<file path="src/sv/assert_macros.svh">
// Assertion macros shared by the page tag store RTL.
// No dependencies; expects clk and rst_n in the including module.
`ifndef ASSERT_MACROS_SVH
`define ASSERT_MACROS_SVH

// Checked on every rising edge outside reset.
`define ASSERT_CLK(label, prop, msg) \
    label: assert property (@(posedge clk) disable iff (!rst_n) (prop)) \
        else $error(msg);

// Checked on every rising edge, reset included.
`define ASSERT_ALWAYS(label, prop, msg) \
    label: assert property (@(posedge clk) (prop)) else $error(msg);

`endif

</file>
<file path="src/sv/lpts_pkg.sv">
// Package for the LRU page tag store: sizes, request modes, datapath ops,
// controller states and the command/status structs. No dependencies.
package lpts_pkg;

    localparam int ENTRIES  = 16;
    localparam int KEY_BITS = 32;
    localparam int SLOT_W   = $clog2(ENTRIES);
    localparam int RANK_W   = $clog2(ENTRIES);
    localparam int CNT_W    = $clog2(ENTRIES + 1);
    localparam int LIMIT_W  = 4;
    localparam int MODE_W   = 2;

    typedef enum logic [MODE_W-1:0] {
        MODE_GET    = 2'd0,
        MODE_FIND   = 2'd1,
        MODE_REMOVE = 2'd2,
        MODE_CLEAR  = 2'd3
    } mode_t;

    typedef enum logic [2:0] {
        OP_NOP,
        OP_LOOKUP,
        OP_PROMOTE,
        OP_EVICT,
        OP_ALLOC,
        OP_DROP,
        OP_FIND,
        OP_CLEAR
    } dp_op_t;

    typedef enum logic [2:0] {
        ST_IDLE,
        ST_LOOKUP,
        ST_ACT,
        ST_ALLOC,
        ST_RESPOND
    } ctrl_state_t;

    typedef struct packed {
        logic   capture;   // latch request on input transfer
        dp_op_t op;
        logic   load_out;  // move result into output register
    } dp_cmd_t;

    typedef struct packed {
        mode_t mode;
        logic  hit;
        logic  evict_need;
    } dp_status_t;

    // index of lowest set bit, 0 if none
    function automatic logic [SLOT_W-1:0] low_index(input logic [ENTRIES-1:0] vec);
        logic [SLOT_W-1:0] idx;
        idx = '0;
        for (int i = ENTRIES - 1; i >= 0; i--) begin
            if (vec[i])
            begin
                idx = SLOT_W'(i);
            end
        end
        return idx;
    endfunction

endpackage

</file>
<file path="src/sv/lru_page_tag_store.sv">
// Top level of the LRU page tag store: joins controller and datapath and
// packs the stream ports. Uses lpts_pkg, lpts_ctrl, lpts_dp.
//
//  channel  | handshake                | payload
//  ---------+--------------------------+---------------------------------------
//  request  | s_tvalid / s_tready      | s_tdata: mode, page_key
//  result   | m_tvalid / m_tready      | m_tdata: hit, slot, evicted,
//           |                          |          evicted_key, entry_count
//  config   | cfg_valid / cfg_ready    | cfg_data: cache_limit
//
// One request at a time: accept, lookup, update, respond. A request passes
// through the controller's steps (lookup, act, an allocate step after an
// eviction on a get miss, respond) over the single tag array.
// Reset clears valid bits, ranks and count and sets the limit to 15 at once; keys
// are not cleared. A result waiting on m_tready holds the store in its
// respond step; the output register frees the previous result meanwhile.
// cfg_ready is always high; write only while idle.
module lru_page_tag_store (
    input  logic        clk,
    input  logic        rst_n,
    input  logic        s_tvalid,
    output logic        s_tready,
    input  logic [39:0] s_tdata,   // [1:0] mode, [33:2] page_key, [39:34] zero
    output logic        m_tvalid,
    input  logic        m_tready,
    output logic [47:0] m_tdata,   // [0] hit, [4:1] slot, [5] evicted,
                                   // [37:6] evicted_key, [42:38] entry_count,
                                   // [47:43] zero
    input  logic        cfg_valid,
    output logic        cfg_ready,
    input  logic [3:0]  cfg_data   // cache_limit
);
    import lpts_pkg::*;

    dp_cmd_t             cmd;
    dp_status_t          status;
    logic                res_hit;
    logic [SLOT_W-1:0]   res_slot;
    logic                res_evicted;
    logic [KEY_BITS-1:0] res_evicted_key;
    logic [CNT_W-1:0]    res_entry_count;

    assign cfg_ready = 1'b1;

    lpts_ctrl u_ctrl (
        .clk       (clk),
        .rst_n     (rst_n),
        .in_valid  (s_tvalid),
        .in_ready  (s_tready),
        .out_valid (m_tvalid),
        .out_ready (m_tready),
        .status    (status),
        .cmd       (cmd)
    );

    lpts_dp u_dp (
        .clk             (clk),
        .rst_n           (rst_n),
        .cmd             (cmd),
        .status          (status),
        .in_mode         (mode_t'(s_tdata[1:0])),
        .in_key          (s_tdata[33:2]),
        .cfg_we          (cfg_valid && cfg_ready),
        .cfg_limit       (cfg_data),
        .out_hit         (res_hit),
        .out_slot        (res_slot),
        .out_evicted     (res_evicted),
        .out_evicted_key (res_evicted_key),
        .out_entry_count (res_entry_count)
    );

    assign m_tdata = {5'd0, res_entry_count, res_evicted_key, res_evicted,
                      res_slot, res_hit};

endmodule

</file>
<file path="src/sv/lpts_dp.sv">
// Datapath of the LRU page tag store: key array, valid bits, recency ranks,
// entry count, limit register and output register. Uses lpts_pkg.
module lpts_dp (
    input  logic                          clk,
    input  logic                          rst_n,
    input  lpts_pkg::dp_cmd_t             cmd,
    output lpts_pkg::dp_status_t          status,
    input  lpts_pkg::mode_t               in_mode,
    input  logic [lpts_pkg::KEY_BITS-1:0] in_key,
    input  logic                          cfg_we,
    input  logic [lpts_pkg::LIMIT_W-1:0]  cfg_limit,
    output logic                          out_hit,
    output logic [lpts_pkg::SLOT_W-1:0]   out_slot,
    output logic                          out_evicted,
    output logic [lpts_pkg::KEY_BITS-1:0] out_evicted_key,
    output logic [lpts_pkg::CNT_W-1:0]    out_entry_count
);
    import lpts_pkg::*;
    `include "assert_macros.svh"

    logic [KEY_BITS-1:0] key_mem [ENTRIES];
    logic [ENTRIES-1:0]  valid_reg, valid_next;
    logic [RANK_W-1:0]   rank_reg [ENTRIES];
    logic [RANK_W-1:0]   rank_next [ENTRIES];
    logic [CNT_W-1:0]    count_reg, count_next;
    logic [LIMIT_W-1:0]  limit_reg;

    mode_t               mode_reg;
    logic [KEY_BITS-1:0] key_reg;
    logic                hit_reg, hit_next;
    logic [SLOT_W-1:0]   hit_slot_reg, hit_slot_next;
    logic [SLOT_W-1:0]   slot_res_reg, slot_res_next;
    logic                ev_reg, ev_next;
    logic [KEY_BITS-1:0] ev_key_reg, ev_key_next;

    logic                out_hit_reg;
    logic [SLOT_W-1:0]   out_slot_reg;
    logic                out_ev_reg;
    logic [KEY_BITS-1:0] out_ev_key_reg;
    logic [CNT_W-1:0]    out_count_reg;

    logic [ENTRIES-1:0]  match_vec, old_vec, free_vec;
    logic [SLOT_W-1:0]   old_slot, free_slot, drop_sel;
    logic                drop_en, key_we;
    logic [RANK_W-1:0]   ref_rank;

    always_comb
    begin
        for (int i = 0; i < ENTRIES; i++) begin
            match_vec[i] = valid_reg[i] && (key_mem[i] == key_reg);
            old_vec[i]   = valid_reg[i] &&
                           ((CNT_W'(rank_reg[i]) + CNT_W'(1)) == count_reg);
            free_vec[i]  = !valid_reg[i];
        end
    end

    assign old_slot  = low_index(old_vec);
    assign free_slot = low_index(free_vec);

    assign status.mode       = mode_reg;
    assign status.hit        = hit_reg;
    assign status.evict_need = (count_reg > CNT_W'(limit_reg)) ||
                               (count_reg >= CNT_W'(ENTRIES));

    always_comb
    begin
        valid_next    = valid_reg;
        rank_next     = rank_reg;
        count_next    = count_reg;
        hit_next      = hit_reg;
        hit_slot_next = hit_slot_reg;
        slot_res_next = slot_res_reg;
        ev_next       = ev_reg;
        ev_key_next   = ev_key_reg;
        drop_en       = 1'b0;
        drop_sel      = hit_slot_reg;
        key_we        = 1'b0;
        ref_rank      = rank_reg[hit_slot_reg];

        case (cmd.op)
            OP_LOOKUP:
            begin
                hit_next      = |match_vec;
                hit_slot_next = low_index(match_vec);
                slot_res_next = '0;
                ev_next       = 1'b0;
                ev_key_next   = '0;
            end
            OP_PROMOTE:
            begin
                // entries younger than the hit age by one, hit becomes newest
                for (int i = 0; i < ENTRIES; i++) begin
                    if (valid_reg[i] && (rank_reg[i] < ref_rank))
                    begin
                        rank_next[i] = rank_reg[i] + RANK_W'(1);
                    end
                end
                rank_next[hit_slot_reg] = '0;
                slot_res_next           = hit_slot_reg;
            end
            OP_EVICT:
            begin
                if (|old_vec)
                begin
                    ev_next     = 1'b1;
                    ev_key_next = key_mem[old_slot];
                    drop_en     = 1'b1;
                    drop_sel    = old_slot;
                end
            end
            OP_DROP:
            begin
                drop_en = 1'b1;
            end
            OP_ALLOC:
            begin
                if (|free_vec)
                begin
                    for (int i = 0; i < ENTRIES; i++) begin
                        if (valid_reg[i])
                        begin
                            rank_next[i] = rank_reg[i] + RANK_W'(1);
                        end
                    end
                    valid_next[free_slot] = 1'b1;
                    rank_next[free_slot]  = '0;
                    count_next            = count_reg + CNT_W'(1);
                    key_we                = 1'b1;
                    slot_res_next         = free_slot;
                end
            end
            OP_FIND:
            begin
                slot_res_next = hit_reg ? hit_slot_reg : '0;
            end
            OP_CLEAR:
            begin
                // clear reports no hit
                hit_next   = 1'b0;
                valid_next = '0;
                for (int i = 0; i < ENTRIES; i++) begin
                    rank_next[i] = '0;
                end
                count_next = '0;
            end
            default:
            begin
            end
        endcase

        if (drop_en)
        begin
            ref_rank = rank_reg[drop_sel];
            for (int i = 0; i < ENTRIES; i++) begin
                if (valid_reg[i] && (rank_reg[i] > ref_rank))
                begin
                    rank_next[i] = rank_reg[i] - RANK_W'(1);
                end
            end
            valid_next[drop_sel] = 1'b0;
            rank_next[drop_sel]  = '0;
            if (count_reg != '0)
            begin
                count_next = count_reg - CNT_W'(1);
            end
        end
    end

    always_ff @(posedge clk or negedge rst_n)
    begin
        if (!rst_n)
        begin
            valid_reg <= '0;
            count_reg <= '0;
            limit_reg <= LIMIT_W'(15);
            for (int i = 0; i < ENTRIES; i++) begin
                rank_reg[i] <= '0;
            end
        end
        else
        begin
            valid_reg <= valid_next;
            count_reg <= count_next;
            rank_reg  <= rank_next;
            if (cfg_we)
            begin
                limit_reg <= cfg_limit;
            end
        end
    end

    // payload registers, no reset
    always_ff @(posedge clk)
    begin
        if (key_we)
        begin
            key_mem[free_slot] <= key_reg;
        end
        if (cmd.capture)
        begin
            mode_reg <= in_mode;
            key_reg  <= in_key;
        end
        hit_reg      <= hit_next;
        hit_slot_reg <= hit_slot_next;
        slot_res_reg <= slot_res_next;
        ev_reg       <= ev_next;
        ev_key_reg   <= ev_key_next;
        if (cmd.load_out)
        begin
            out_hit_reg    <= hit_reg;
            out_slot_reg   <= slot_res_reg;
            out_ev_reg     <= ev_reg;
            out_ev_key_reg <= ev_key_reg;
            out_count_reg  <= count_reg;
        end
    end

    assign out_hit         = out_hit_reg;
    assign out_slot        = out_slot_reg;
    assign out_evicted     = out_ev_reg;
    assign out_evicted_key = out_ev_key_reg;
    assign out_entry_count = out_count_reg;

    `ASSERT_CLK(a_count_matches_valid, ($countones(valid_reg) == int'(count_reg)),
        "entry count differs from number of valid entries")
    `ASSERT_CLK(a_clear_empties, (cmd.op == OP_CLEAR) |=> (count_reg == '0 && valid_reg == '0),
        "clear left valid entries")

endmodule

</file>
<file path="src/sv/lpts_ctrl.sv">
// Controller of the LRU page tag store: sequences lookup, update and
// response for one request at a time. Uses lpts_pkg.
module lpts_ctrl (
    input  logic                 clk,
    input  logic                 rst_n,
    input  logic                 in_valid,
    output logic                 in_ready,
    output logic                 out_valid,
    input  logic                 out_ready,
    input  lpts_pkg::dp_status_t status,
    output lpts_pkg::dp_cmd_t    cmd
);
    import lpts_pkg::*;
    `include "assert_macros.svh"

    ctrl_state_t state_reg, state_next;
    logic        out_valid_reg, out_valid_next;

    always_ff @(posedge clk or negedge rst_n)
    begin
        if (!rst_n)
        begin
            state_reg     <= ST_IDLE;
            out_valid_reg <= 1'b0;
        end
        else
        begin
            state_reg     <= state_next;
            out_valid_reg <= out_valid_next;
        end
    end

    always_comb
    begin
        state_next   = state_reg;
        cmd.capture  = 1'b0;
        cmd.op       = OP_NOP;
        cmd.load_out = 1'b0;
        in_ready     = 1'b0;

        case (state_reg)
            ST_IDLE:
            begin
                in_ready = 1'b1;
                if (in_valid)
                begin
                    cmd.capture = 1'b1;
                    state_next  = ST_LOOKUP;
                end
            end
            ST_LOOKUP:
            begin
                cmd.op     = OP_LOOKUP;
                state_next = ST_ACT;
            end
            ST_ACT:
            begin
                state_next = ST_RESPOND;
                case (status.mode)
                    MODE_GET:
                    begin
                        if (status.hit)
                        begin
                            cmd.op = OP_PROMOTE;
                        end
                        else if (status.evict_need)
                        begin
                            cmd.op     = OP_EVICT;
                            state_next = ST_ALLOC;
                        end
                        else
                        begin
                            cmd.op = OP_ALLOC;
                        end
                    end
                    MODE_FIND:   cmd.op = OP_FIND;
                    MODE_REMOVE: cmd.op = status.hit ? OP_DROP : OP_NOP;
                    MODE_CLEAR:  cmd.op = OP_CLEAR;
                    default:     cmd.op = OP_NOP;
                endcase
            end
            ST_ALLOC:
            begin
                cmd.op     = OP_ALLOC;
                state_next = ST_RESPOND;
            end
            ST_RESPOND:
            begin
                if (!out_valid_reg || out_ready)
                begin
                    cmd.load_out = 1'b1;
                    state_next   = ST_IDLE;
                end
            end
            default:
            begin
                state_next = ST_IDLE;
            end
        endcase
    end

    always_comb
    begin
        out_valid_next = out_valid_reg;
        if (cmd.load_out)
        begin
            out_valid_next = 1'b1;
        end
        else if (out_ready)
        begin
            out_valid_next = 1'b0;
        end
    end

    assign out_valid = out_valid_reg;

    `ASSERT_CLK(a_accept_starts_lookup, (in_valid && in_ready) |=> (state_reg == ST_LOOKUP),
        "accepted request did not start a lookup")
    `ASSERT_CLK(a_alloc_after_evict, (state_reg == ST_ALLOC) |-> ($past(cmd.op) == OP_EVICT),
        "allocation step not preceded by eviction")

endmodule
</file>
<file path="config.mk">
export PLATFORM = sky130hd
export DESIGN_NAME = lru_page_tag_store
export DESIGN_NICKNAME = d
export VERILOG_FILES = /design/src/sv/lpts_pkg.sv /design/src/sv/lru_page_tag_store.sv /design/src/sv/lpts_dp.sv /design/src/sv/lpts_ctrl.sv
export VERILOG_INCLUDE_DIRS = /design/src /design/src/sv
export SDC_FILE = /design/constraint.sdc
export NUM_CORES = 2
export LEC_CHECK = 0
export ABC_CLOCK_PERIOD_IN_PS = 6900
export BUFFER_PORTS_ARGS = -buffer_cell sky130_fd_sc_hd__buf_2
export CORE_MARGIN = 10
export CORE_UTILIZATION = 27
export DETAILED_ROUTE_END_ITERATION = 10
export HOLD_SLACK_MARGIN = 0.05
export PLACE_DENSITY_LB_ADDON = 0.15
export SLEW_MARGIN = 30
export SYNTH_ARGS = -nofsm -noshare
export SYNTH_HDL_FRONTEND = slang
export SYNTH_SLANG_ARGS = --single-unit
</file>
<file path="constraint.sdc">
create_clock -name clk -period 6.9 [get_ports clk]
set_clock_uncertainty 0.2 [all_clocks]
set_input_delay 1.725 -clock clk [delete_from_list [all_inputs] [get_ports clk]]
set_output_delay 1.725 -clock clk [all_outputs]
set_load 0.05 [all_outputs]
</file>
==> metrics.csv <==
metric,value,unit
dpl cell area,0.0472,mm2
Worst Tran Pin Value,1020,ps
status,finished clean,
CTS tree,built,
vias in the first global route,31700,
DR WL/cell,29.3,um
hold_sp,u_dp.ev_key_reg[8],
sw frac,36.4,%
sequential cell fraction of total power,37.0,%
Highest Clock Rate,151,MHz
design area,0.0503,mm2
relative max-transition margin,32.0,%
initial antenna violation count,7,
Mapped Area,0.0432,mm2
largest net degree at the start of global routing,131,
Leak,18.3,nW
RSZ-0062 raised after global routing,no,
R2R cell count,23,
worst r2r src,u_dp.count_reg[2],
Final Cycle Share,95.7,%
setup bufs post-CTS,0,
#FFs+latches synth,724,
row cnt,146,
Mapped Cells,3823,
total negative slack,0,ps
Power Density,295,mW/mm2
Initial Util,27.2,%
crit path kind,flip-flop to flip-flop,
clock sinks,724,
share of cells above drive strength 1,15.5,%
critical path launch point type,flip-flop,
max-cap viol count,0,
Util after Layout,31.7,%
CP startpoint,u_dp.count_reg[2],
HPWL after DPL,130000,um
GPL Wtd Cong,0.916,
VDD IR max,197,uV
Hold Crit Class,flip-flop to flip-flop,
Critical R2R Capture,u_dp.rank_reg[38],
"Seq/Total Area, Yosys",49.3,%
CTS Buf Count,92,
"Critical Path, Cell by Cell","and2b_4, a22oi_1, a211oi_2, nor4_2, nand4_1, nand2_2, nor2_2, a21oi_4, mux2i_1, o22ai_1, nor4_1, nand3_1, buf_4, ha_1, nor2b_1, o21ai_0, nand2b_1, a21oi_1, and4b_1, nand2_2, nand2_1, a32o_1, a21oi_1",
core area,0.159,mm2
clock root cell,clkbuf_16,
P&R area growth vs syn,16.3,%
Clock Tree Buf Depth,3,
Post-synth EDFFs,631,
Final Setup Violations,0,
post-cts sizing count,0,
clock network power share,33.0,%
WHS Endpoint,u_dp.out_evicted_key[8],
"Avg Cell Area, Syn",11.3,um2
gr usage total,19.8,%
die span in x,420,um
final wirelength,180000,um
DIE AREA,0.176,mm2
PortBufs,87,
"Hold Vio Cnt, Final",0,
fin crit period,6610,ps
internal power,0.00943,W
fin. max-slew vios,0,
Worst-path clk slew,60,ps
ys flop type,edfxtp_1,
Unique masters post-synth,97,
Post-layout nets,4195,
Critical Path Sink Type,flip-flop,
DRT Pass-1 Iters,6,
"setup slack, reg-to-reg",290,ps
die height,420,um
max FFs per register,512,
Syn. warnings,0,
Worst path max stage delay,640,ps
most frequent cells in the layout,"631 x edfxtp_1, 389 x xnor2_1, 244 x buf_4, 220 x xor2_1, 202 x nand2_1",
DR vias,32400,
combinational power share,29.9,%
Switch Pwr,0.00540,W
Inst Count DP,5973,
"Slowest-stage cell, CP",dfrtp_1,
worst hold path depth,0,
CP Data Required Time,7330,ps
Worst Path Arrival,7040,ps
"Max FO, Critical Path",14,
CTS Hold Buffers Added,0,
"commonest non-fill, non-tap cell in the layout",edfxtp_1,
# IOs,100,
Synth async-reset ratio,12.8,%
Skew-Pair Late Insertion Delay,740,ps
remaining antenna violation count after routing,0,
Max H-tree Level,3,
Min Hold Slack,216,ps
Via density,5.27,
Post-Layout Cell Count,6147,
GRT overflow,0,
drc violations,0,
DR iter-0 viols,2963,
first-pass GRT wire length,251000,um
==> metal layers <==
metal  GRT usage [%]  up-vias  part of all wire, %
met2            33.2      950                   48
met1            26.2    16500                   44
met4            6.20        2                  3.3
met5               0        -               0.0072
met3            2.89      252                  5.0
li1                -    14700                    -
==> Yosys cell counts (all sizes together) (10+ instances only) <==
cell type / number / share of area [%]
a31oi: 29 / 0.43
nand2: 205 / 1.8
a21oi: 131 / 1.6
clkbuf: 136 / 1.2
nand4: 117 / 1.7
o2111ai: 11 / 0.31
inv: 78 / 0.68
and2: 15 / 0.22
a211o: 15 / 0.30
mux2i: 140 / 3.2
and3: 25 / 0.36
o22ai: 26 / 0.38
or2: 18 / 0.26
ha: 150 / 4.3
a21o: 10 / 0.17
buf: 130 / 1.7
and3b: 13 / 0.26
o21ai: 164 / 1.9
o21a: 36 / 0.63
dfrtp: 89 / 5.2
edfxtp: 631 / 44
mux4: 19 / 0.99
nor4: 68 / 1.0
a211oi: 181 / 3.2
nor2b: 103 / 1.5
o211ai: 73 / 1.3
xnor2: 389 / 7.9
or4: 14 / 0.24
nor2: 174 / 1.5
nand2b: 34 / 0.49
a32oi: 10 / 0.20
xor2: 221 / 4.5
mux2: 60 / 1.6
a22oi: 22 / 0.43
nand3: 96 / 1.1
a221oi: 11 / 0.22
nor3: 49 / 0.58
==> worst max-delay path, delay by kind of cell, from the launching register on <==
kind	cells	cell delay, ps
buffers and inverters	1	320
adders and majority gates	1	330
AOI/OAI and AO/OA	8	1540
and+or+nand+nor	12	2970
muxes	1	480
DFF	1	640
==> area by class of cell <==
cell class | count | area (um2)
repair buffers | 341 | 2510
diodes | 1 | 2.50
flip-flops and latches | 724 | 21300
well taps | 2072 | 2590
clock buffers | 116 | 2440
inverters | 78 | 293
multi-input cells | 2759 | 20600
fillers | 16200 | 108000
clock inverters | 56 | 548
==> cells by family (layout without fill, tap and decap cells) <==
logic type      after synthesis  count (layout)  synth area share, %
simple gates                979             979                 12.0
compound gates              793             793                 12.5
flops                       724             724                 49.3
xor+xnor                    612             612                 12.5
buf+inv                     344             591                 3.57
mux                         219             219                 5.80
fa+ha+maj                   150             150                 4.34
other cells                   2               7               0.0174
==> how the worst max path moves through the flow <==
stage | endpoint | slack [ps]
6_report | u_dp.rank_reg[38] | 290
5_1_grt | u_dp.rank_reg[34] | 60
4_1_cts | u_dp.rank_reg[34] | 310
3_5_place_dp | u_dp.rank_reg[34] | 320
3_3_place_gp | u_dp.rank_reg[38] | 410
2_1_floorplan | u_dp.rank_reg[27] | 1240
==> power by group through the flow <==
stage | combinational, W | clock (W) | sequential, W
6_report | 0.00444 | 0.00490 | 0.00549
5_1_grt | 0.00474 | 0.00519 | 0.00551
3_3_place_gp | 0.00439 | 0 | 0.00559
2_1_floorplan | 0.00252 | 0 | 0.00561
4_1_cts | 0.00443 | 0.00503 | 0.00550
3_5_place_dp | 0.00442 | 0 | 0.00558
==> per-stage QoR <==
stage | total power [W] | worst slack (ps)
4_1_cts | 0.0150 | 311
6_report | 0.0148 | 294
5_1_grt | 0.0154 | 57.3
2_1_floorplan | 0.00813 | 1240
3_5_place_dp | 0.0100 | 317
3_3_place_gp | 0.00998 | 410
Note: power is estimated with default switching activity, not from simulation.
